File: src/rtl/hsvrgb_pkg.sv
// ----------------------------------------------------------------------------
// hsvrgb_pkg
// Shared types and constants for the dimmed HSV to RGB converter.
// ----------------------------------------------------------------------------
package hsvrgb_pkg;

    // Pipeline depth, input register to output register
    localparam int unsigned NUM_STAGES = 6;

    // Largest channel level, and the number of hue sectors
    localparam logic [7:0]  CH_MAX       = 8'd255;
    localparam logic [18:0] SECTORS      = 19'd6;

    // Reciprocal of 255 for 16-bit dividends: x/255 = (x * DIV255_MAGIC) >> DIV255_SHIFT
    localparam logic [15:0] DIV255_MAGIC = 16'h8081;
    localparam int unsigned DIV255_SHIFT = 23;

    // Brightness register
    localparam int unsigned BRIGHT_W     = 9;
    localparam logic [BRIGHT_W-1:0] FULL_BRIGHTNESS = 9'd256;

    // Hue sector, one sixth of a turn each
    typedef enum logic [2:0] {
        SEC_RED_YELLOW    = 3'd0,
        SEC_YELLOW_GREEN  = 3'd1,
        SEC_GREEN_CYAN    = 3'd2,
        SEC_CYAN_BLUE     = 3'd3,
        SEC_BLUE_MAGENTA  = 3'd4,
        SEC_MAGENTA_RED   = 3'd5
    } sector_t;

endpackage

File: src/rtl/hsv_to_rgb_dimmed.sv
// An accepted request passes through all six register stages to its result on the m_ side.
// Throughput: one request per cycle while m_ready is high; set by the six-stage register pipeline.
// A stalled output holds its result; empty stages still take new requests.
// Reset (aresetn low, synchronous) empties the pipeline and sets brightness
// to 256 (full).
// ----------------------------------------------------------------------------
// hsv_to_rgb_dimmed
// Six-sector HSV to RGB conversion in exact fixed point, with PWM duties
// scaled by a programmable brightness register.
// ----------------------------------------------------------------------------
module hsv_to_rgb_dimmed
    import hsvrgb_pkg::*;
(
    input  logic                aclk,
    input  logic                aresetn,

    // Brightness register write channel
    input  logic                cfg_valid,
    output logic                cfg_ready,
    input  logic [BRIGHT_W-1:0] cfg_data,

    // Colour in
    input  logic                s_valid,
    output logic                s_ready,
    input  logic [15:0]         s_hue,
    input  logic [7:0]          s_saturation,
    input  logic [7:0]          s_brightness_value,

    // Colour out
    output logic                m_valid,
    input  logic                m_ready,
    output logic [7:0]          m_red_raw,
    output logic [7:0]          m_green_raw,
    output logic [7:0]          m_blue_raw,
    output logic [7:0]          m_red_duty,
    output logic [7:0]          m_green_duty,
    output logic [7:0]          m_blue_duty
);

    // ------------------------------------------------------------------
    // Brightness register, clamped to full scale on write
    // ------------------------------------------------------------------
    logic [BRIGHT_W-1:0] bright_reg;
    logic [BRIGHT_W-1:0] bright_next;

    assign cfg_ready   = 1'b1;
    assign bright_next = (cfg_data > FULL_BRIGHTNESS) ? FULL_BRIGHTNESS : cfg_data;

    always_ff @(posedge aclk) begin
        if (!aresetn) begin
            bright_reg <= FULL_BRIGHTNESS;
        end else if (cfg_valid && cfg_ready) begin
            bright_reg <= bright_next;
        end
    end

    // ------------------------------------------------------------------
    // Stage valids and per-stage load enables (bubbles collapse on stall)
    // ------------------------------------------------------------------
    logic [NUM_STAGES-1:0] vld_reg;
    logic [NUM_STAGES:0]   rdy;

    always_comb begin
        rdy[NUM_STAGES] = m_ready;
        for (int k = NUM_STAGES - 1; k >= 0; k--) begin
            rdy[k] = !vld_reg[k] || rdy[k+1];
        end
    end

    assign s_ready = rdy[0];
    assign m_valid = vld_reg[NUM_STAGES-1];

    always_ff @(posedge aclk) begin
        if (!aresetn) begin
            vld_reg <= '0;
        end else begin
            if (rdy[0]) begin
                vld_reg[0] <= s_valid;
            end
            for (int k = 1; k < NUM_STAGES; k++) begin
                if (rdy[k]) begin
                    vld_reg[k] <= vld_reg[k-1];
                end
            end
        end
    end

    // ------------------------------------------------------------------
    // Stage 1: hue * 6 gives sector and fraction; v * s
    // ------------------------------------------------------------------
    logic [18:0] h6_next;
    logic [15:0] vs1_next;
    logic [2:0]  sec1_reg;
    logic [15:0] frac1_reg;
    logic [15:0] vs1_reg;
    logic [7:0]  v1_reg;

    assign h6_next  = {3'b000, s_hue} * SECTORS;
    assign vs1_next = {8'h00, s_brightness_value} * {8'h00, s_saturation};

    always_ff @(posedge aclk) begin
        if (rdy[0]) begin
            sec1_reg  <= h6_next[18:16];
            frac1_reg <= h6_next[15:0];
            vs1_reg   <= vs1_next;
            v1_reg    <= s_brightness_value;
        end
    end

    // ------------------------------------------------------------------
    // Stage 2: a = v*s*f; v*255 and v*(255-s)
    // ------------------------------------------------------------------
    logic [31:0] a2_next;
    logic [15:0] v255_2_next;
    logic [15:0] pnum2_next;
    logic [2:0]  sec2_reg;
    logic [31:0] a2_reg;
    logic [15:0] v255_2_reg;
    logic [15:0] pnum2_reg;

    assign a2_next     = {16'h0000, vs1_reg} * {16'h0000, frac1_reg};
    assign v255_2_next = {8'h00, v1_reg} * {8'h00, CH_MAX};
    assign pnum2_next  = v255_2_next - vs1_reg;

    always_ff @(posedge aclk) begin
        if (rdy[1]) begin
            sec2_reg   <= sec1_reg;
            a2_reg     <= a2_next;
            v255_2_reg <= v255_2_next;
            pnum2_reg  <= pnum2_next;
        end
    end

    // ------------------------------------------------------------------
    // Stage 3: numerators over 255
    //   q: v*255 - ceil(a / 2^16)
    //   t: v*(255-s) + floor(a / 2^16)
    // ------------------------------------------------------------------
    logic [15:0] a_ceil3;
    logic [15:0] qnum3_next;
    logic [15:0] tnum3_next;
    logic [2:0]  sec3_reg;
    logic [15:0] pnum3_reg;
    logic [15:0] qnum3_reg;
    logic [15:0] tnum3_reg;

    assign a_ceil3    = a2_reg[31:16] + {15'd0, (a2_reg[15:0] != 16'h0000)};
    assign qnum3_next = v255_2_reg - a_ceil3;
    assign tnum3_next = pnum2_reg + a2_reg[31:16];

    always_ff @(posedge aclk) begin
        if (rdy[2]) begin
            sec3_reg  <= sec2_reg;
            pnum3_reg <= pnum2_reg;
            qnum3_reg <= qnum3_next;
            tnum3_reg <= tnum3_next;
        end
    end

    // v delayed alongside stages 2 and 3
    logic [7:0] v2_reg;
    logic [7:0] v3_reg;

    always_ff @(posedge aclk) begin
        if (rdy[1]) begin
            v2_reg <= v1_reg;
        end
        if (rdy[2]) begin
            v3_reg <= v2_reg;
        end
    end

    // ------------------------------------------------------------------
    // Stage 4: divide by 255 through the reciprocal (exact for 16 bits)
    // ------------------------------------------------------------------
    logic [31:0] pprod4;
    logic [31:0] qprod4;
    logic [31:0] tprod4;
    logic [2:0]  sec4_reg;
    logic [7:0]  v4_reg;
    logic [7:0]  p4_reg;
    logic [7:0]  q4_reg;
    logic [7:0]  t4_reg;
    logic [7:0]  v4_next;

    assign pprod4  = {16'h0000, pnum3_reg} * {16'h0000, DIV255_MAGIC};
    assign qprod4  = {16'h0000, qnum3_reg} * {16'h0000, DIV255_MAGIC};
    assign tprod4  = {16'h0000, tnum3_reg} * {16'h0000, DIV255_MAGIC};
    // v itself needs no division, taken from its delay line
    assign v4_next = v3_reg;

    always_ff @(posedge aclk) begin
        if (rdy[3]) begin
            sec4_reg <= sec3_reg;
            v4_reg   <= v4_next;
            p4_reg   <= pprod4[DIV255_SHIFT+7:DIV255_SHIFT];
            q4_reg   <= qprod4[DIV255_SHIFT+7:DIV255_SHIFT];
            t4_reg   <= tprod4[DIV255_SHIFT+7:DIV255_SHIFT];
        end
    end

    // ------------------------------------------------------------------
    // Stage 5: sector selects the channel mapping
    // ------------------------------------------------------------------
    logic [7:0] r5_next;
    logic [7:0] g5_next;
    logic [7:0] b5_next;
    logic [7:0] r5_reg;
    logic [7:0] g5_reg;
    logic [7:0] b5_reg;

    always_comb begin
        case (sector_t'(sec4_reg))
            SEC_RED_YELLOW: begin
                r5_next = v4_reg; g5_next = t4_reg; b5_next = p4_reg;
            end
            SEC_YELLOW_GREEN: begin
                r5_next = q4_reg; g5_next = v4_reg; b5_next = p4_reg;
            end
            SEC_GREEN_CYAN: begin
                r5_next = p4_reg; g5_next = v4_reg; b5_next = t4_reg;
            end
            SEC_CYAN_BLUE: begin
                r5_next = p4_reg; g5_next = q4_reg; b5_next = v4_reg;
            end
            SEC_BLUE_MAGENTA: begin
                r5_next = t4_reg; g5_next = p4_reg; b5_next = v4_reg;
            end
            default: begin
                r5_next = v4_reg; g5_next = p4_reg; b5_next = q4_reg;
            end
        endcase
    end

    always_ff @(posedge aclk) begin
        if (rdy[4]) begin
            r5_reg <= r5_next;
            g5_reg <= g5_next;
            b5_reg <= b5_next;
        end
    end

    // ------------------------------------------------------------------
    // Stage 6: brightness scaling, duty = raw*brightness/256; output register
    // ------------------------------------------------------------------
    logic [16:0] rdim6;
    logic [16:0] gdim6;
    logic [16:0] bdim6;
    logic [7:0]  rraw_reg;
    logic [7:0]  graw_reg;
    logic [7:0]  braw_reg;
    logic [7:0]  rduty_reg;
    logic [7:0]  gduty_reg;
    logic [7:0]  bduty_reg;

    assign rdim6 = {9'd0, r5_reg} * {8'd0, bright_reg};
    assign gdim6 = {9'd0, g5_reg} * {8'd0, bright_reg};
    assign bdim6 = {9'd0, b5_reg} * {8'd0, bright_reg};

    always_ff @(posedge aclk) begin
        if (rdy[5]) begin
            rraw_reg  <= r5_reg;
            graw_reg  <= g5_reg;
            braw_reg  <= b5_reg;
            rduty_reg <= rdim6[15:8];
            gduty_reg <= gdim6[15:8];
            bduty_reg <= bdim6[15:8];
        end
    end

    assign m_red_raw    = rraw_reg;
    assign m_green_raw  = graw_reg;
    assign m_blue_raw   = braw_reg;
    assign m_red_duty   = rduty_reg;
    assign m_green_duty = gduty_reg;
    assign m_blue_duty  = bduty_reg;

endmodule
File: config.mk
export PLATFORM = sky130hd
export DESIGN_NAME = hsv_to_rgb_dimmed
export DESIGN_NICKNAME = d
export VERILOG_FILES = /design/src/rtl/hsvrgb_pkg.sv /design/src/rtl/hsv_to_rgb_dimmed.sv
export SDC_FILE = /design/constraint.sdc
export NUM_CORES = 2
export LEC_CHECK = 0
export ABC_AREA = 1
export BUFFER_PORTS_ARGS = -buffer_cell sky130_fd_sc_hd__buf_2
export CAP_MARGIN = 5
export CORE_MARGIN = 5
export CORE_UTILIZATION = 55
export CTS_BUF_LIST = sky130_fd_sc_hd__clkbuf_4 sky130_fd_sc_hd__clkbuf_8 sky130_fd_sc_hd__clkbuf_16
export CTS_CLUSTER_DIAMETER = 150
export DETAILED_ROUTE_END_ITERATION = 16
export PLACE_DENSITY = 0.72
export SYNTH_ARGS = -nofsm -noshare
export SYNTH_HDL_FRONTEND = slang
export SYNTH_SLANG_ARGS = --single-unit
File: constraint.sdc
create_clock -name aclk -period 7.3 [get_ports aclk]
set_input_delay 0 -clock aclk [delete_from_list [all_inputs] [get_ports aclk]]
set_output_delay 0 -clock aclk [all_outputs]
set_load 0.01 [all_outputs]
==> results.py <==
metrics = {
    "status": {
        "status": "finished clean",
    },
    "timing": {
        "max_freq_mhz": 170,
        "finalCritPeriodShare_pct": 80.6,
        "drv_slew": 0,
        "rsz0062_at_grt": "false",
        "post-route-min-period_ps": 5890,
        "fin_worst_skew_ps": 35.7,
        "hold_violations": 0,
        "worst_pin_slew_ps": 1170,
        "setup_viol": 0,
        "maxSlewHeadroom_pct": 21.6,
        "fin_setup_tns_ps": 0,
    },
    "synth": {
        "synth_area_leaders": "edfxtp_1 (23%), fa_1 (20%), ha_1 (18%)",
        "yosysWarnings": 0,
        "synth_nets": 5521,
        "yosys.area.top_type_share_pct": 22.7,
        "syn_area_per_cell_sq_um": 8.12,
        "yosysUniqueCellTypes": 40,
        "synth_mux_area_share_pct": 0,
        "ys_seq_area_share_pct": 23.5,
        "synth-compound-area-share_pct": 5.14,
        "synth_top_family_by_area": "adder cells",
        "synthCells": 4575,
        "yosys.area_share.simple_pct": 18.6,
        "synth_seq_cells": 296,
        "synth_fa_ha_area_share_pct": 37.8,
        "yosys.area.top_type": "edfxtp_1",
        "synthXorXnorAreaFrac_pct": 2.62,
        "syn_area_sq_um": 37200,
    },
    "floorplanning": {
        "boundaryPins": 97,
        "dieArea_sq_um": 72900,
        "die_x_um": 270,
        "start_util_pct": 55.4,
        "die_h_um": 270,
        "rows": 95,
        "core_area_sq_um": 67000,
    },
    "hold_path": {
        "whs_path_depth": 4,
        "hold_path_end": "frac1_reg[13]",
        "hold_path_class": "primary input to register",
        "holdCritStartpoint": "s_hue[12]",
    },
    "global_routing": {
        "grt_pass1_vias": 29600,
        "grt_pass1_wl_um": 147000,
        "track_usage_pct": 24.5,
        "antenna_found_initial": 1,
        "grt-ovfl-total": 0,
        "grt_max_degree": 74,
    },
    "clock_tree": {
        "numCtsBuffers": 37,
        "post-cts-setup-buffers": 0,
        "clk_pin_slew_ps": 70,
        "cts_resized": 0,
        "cts_max_level": 2,
        "cts_tree": "built",
        "cts_root_buf": "clkbuf_16",
        "clockBufferDepth": 3,
        "cts_sinks": 296,
        "worstSkewPairLatency_ps": 590,
    },
    "detailed_routing": {
        "viasPerCell": 5.24,
        "routed-wl-met3_um": 4730,
        "top_layer_used": "met4",
        "drtIter0Drc": 1976,
        "drt-met1-wl_um": 36400,
        "ant_nets": 0,
        "wl_met2_um": 43800,
        "wire_per_inst_um": 16.0,
        "drc_errors": 0,
        "routed-via-count": 29100,
        "first_pass_iters": 5,
        "routed_wirelength_um": 88800,
    },
    "setup_path": {
        "slowest_delay_ps": 830,
        "worst_setup_path_start_kind": "register",
        "r2r-start": "vs1_reg[11]",
        "reg2reg_to": "a2_reg[24]",
        "critPathKind": "register to register",
        "cp.required_ps": 7680,
        "crit_cells": 18,
        "critPathTopFamily": "adder cells",
        "cp_num_buf_inv": 4,
        "crit_arrival_ps": 6270,
        "path_common_cell": "fa_1",
        "worst-r2r-setup-slack_ps": 1410,
        "crit_fanout": 16,
        "r2r_cells": 18,
        "end_kind": "register",
        "critical_path.cell_chain": "nand2_1 > fa_1 > inv_1 > fa_1 > fa_1 > fa_1 > fa_1 > inv_1 > fa_1 > inv_1 > ha_1 > nand2_1 > inv_1 > nand2_1 > nor3_1 > nand4_1 > nand3_1 > xor2_1",
        "slowest_stage": "edfxtp_1",
    },
    "placement": {
        "place_hpwl_um": 71300,
        "gp_congestion": 0.980,
        "io_buffers": 95,
    },
    "cells_and_area": {
        "final_nets": 5594,
        "area_growth_pct": 8.11,
        "drive_gt1_share_pct": 4.45,
        "final_common_cell": "nand2_1",
        "largest_register_ffs": 31,
        "diodes": 0,
        "final_cell_mix": "nand2_1 (1213), inv_1 (1068), ha_1 (529), fa_1 (371), edfxtp_1 (281)",
    },
    "flow_run": {
        "maxCapViolCount": 0,
    },
}
tightest hold or removal path: stages:
cell and delay, ps:
buf_2 100, ha_1 270, nand3_1 110, nand2_1 60
per-layer routing:
metal | vias to the layer above | track usage [%]
li1 | 14300 | -
met1 | 13700 | 30.7
met5 | - | 0
met2 | 892 | 43.1
met3 | 212 | 2.98
met4 | 0 | 9.78
cell families after synthesis:
| group | count (synthesis) |
|---|---|
| and+or+nand+nor | 1713 |
| other | 1 |
| adders and majority gates | 900 |
| buffers and inverters | 1209 |
| DFF | 296 |
| xor gates and xnor gates | 111 |
| AOI/OAI and AO/OA | 345 |
metrics by stage:
step	cells	hold WS [ps]	setup slack, ps	area [sq um]	util [%]
final	5549	63.7	1410	40200	59.9
after detailed placement	5424	199	1430	38300	57.2
after CTS	5549	8.91	1420	40200	59.9
after floorplan	4575	98.9	1950	37200	-
after global routing	5549	66.1	1100	40200	59.9
after global placement	5424	201	1520	38300	57.2
synthesized netlist by cell type:
cell	instances
nand2_1	1215
inv_1	1070
ha_1	529
fa_1	371
edfxtp_1	281
nor2_1	227
a21oi_1	177
nand3_1	134
clkbuf_1	122
o21ai_0	85
xor2_1	71
nand4_1	62
nor3_1	41
xnor2_1	40
o21bai_1	20
a21o_1	18
dfxtp_1	15
a31oi_1	9
o21ai_1	8
nand3b_1	7
nor2_2	7
a21boi_0	6
buf_2	6
inv_2	6
o21a_1	6
a211oi_1	5
buf_4	5
nand2_2	5
o21ai_2	5
nor4_1	4
o211ai_1	4
and2_1	3
nor2_4	3
or2_2	2
a2bb2oi_1	1
conb_1	1
nand2_4	1
nand3_2	1
nor3_2	1
o2111ai_1	1
area by class of cell:
class | count | area, sq um
Clock buffer | 43 | 983
Multi-Input combinational cell | 3070 | 23900
Tap cell | 873 | 1090
Timing Repair Buffer | 167 | 1160
Sequential cell | 296 | 8740
Inverter | 1076 | 4040
Clock inverter | 24 | 297
Fill cell | 5933 | 26900
worst max-delay path by stage:
stage / start / endpoint
global route: vs1_reg[11] / a2_reg[24]
CTS: vs1_reg[11] / a2_reg[24]
floorplan: frac1_reg[1] / a2_reg[18]
finish: vs1_reg[11] / a2_reg[24]
global placement: vs1_reg[11] / a2_reg[24]
detailed placement: vs1_reg[11] / a2_reg[24]
repair_timing:
item	4_1_cts	5_1_grt
hold buffers	58	0
endpoints found under the setup margin	0	0
hold endpoints to repair	41	0
Power is not shown: default switching activity piles up to over one toggle a cycle in this logic, so the estimate is an artifact.
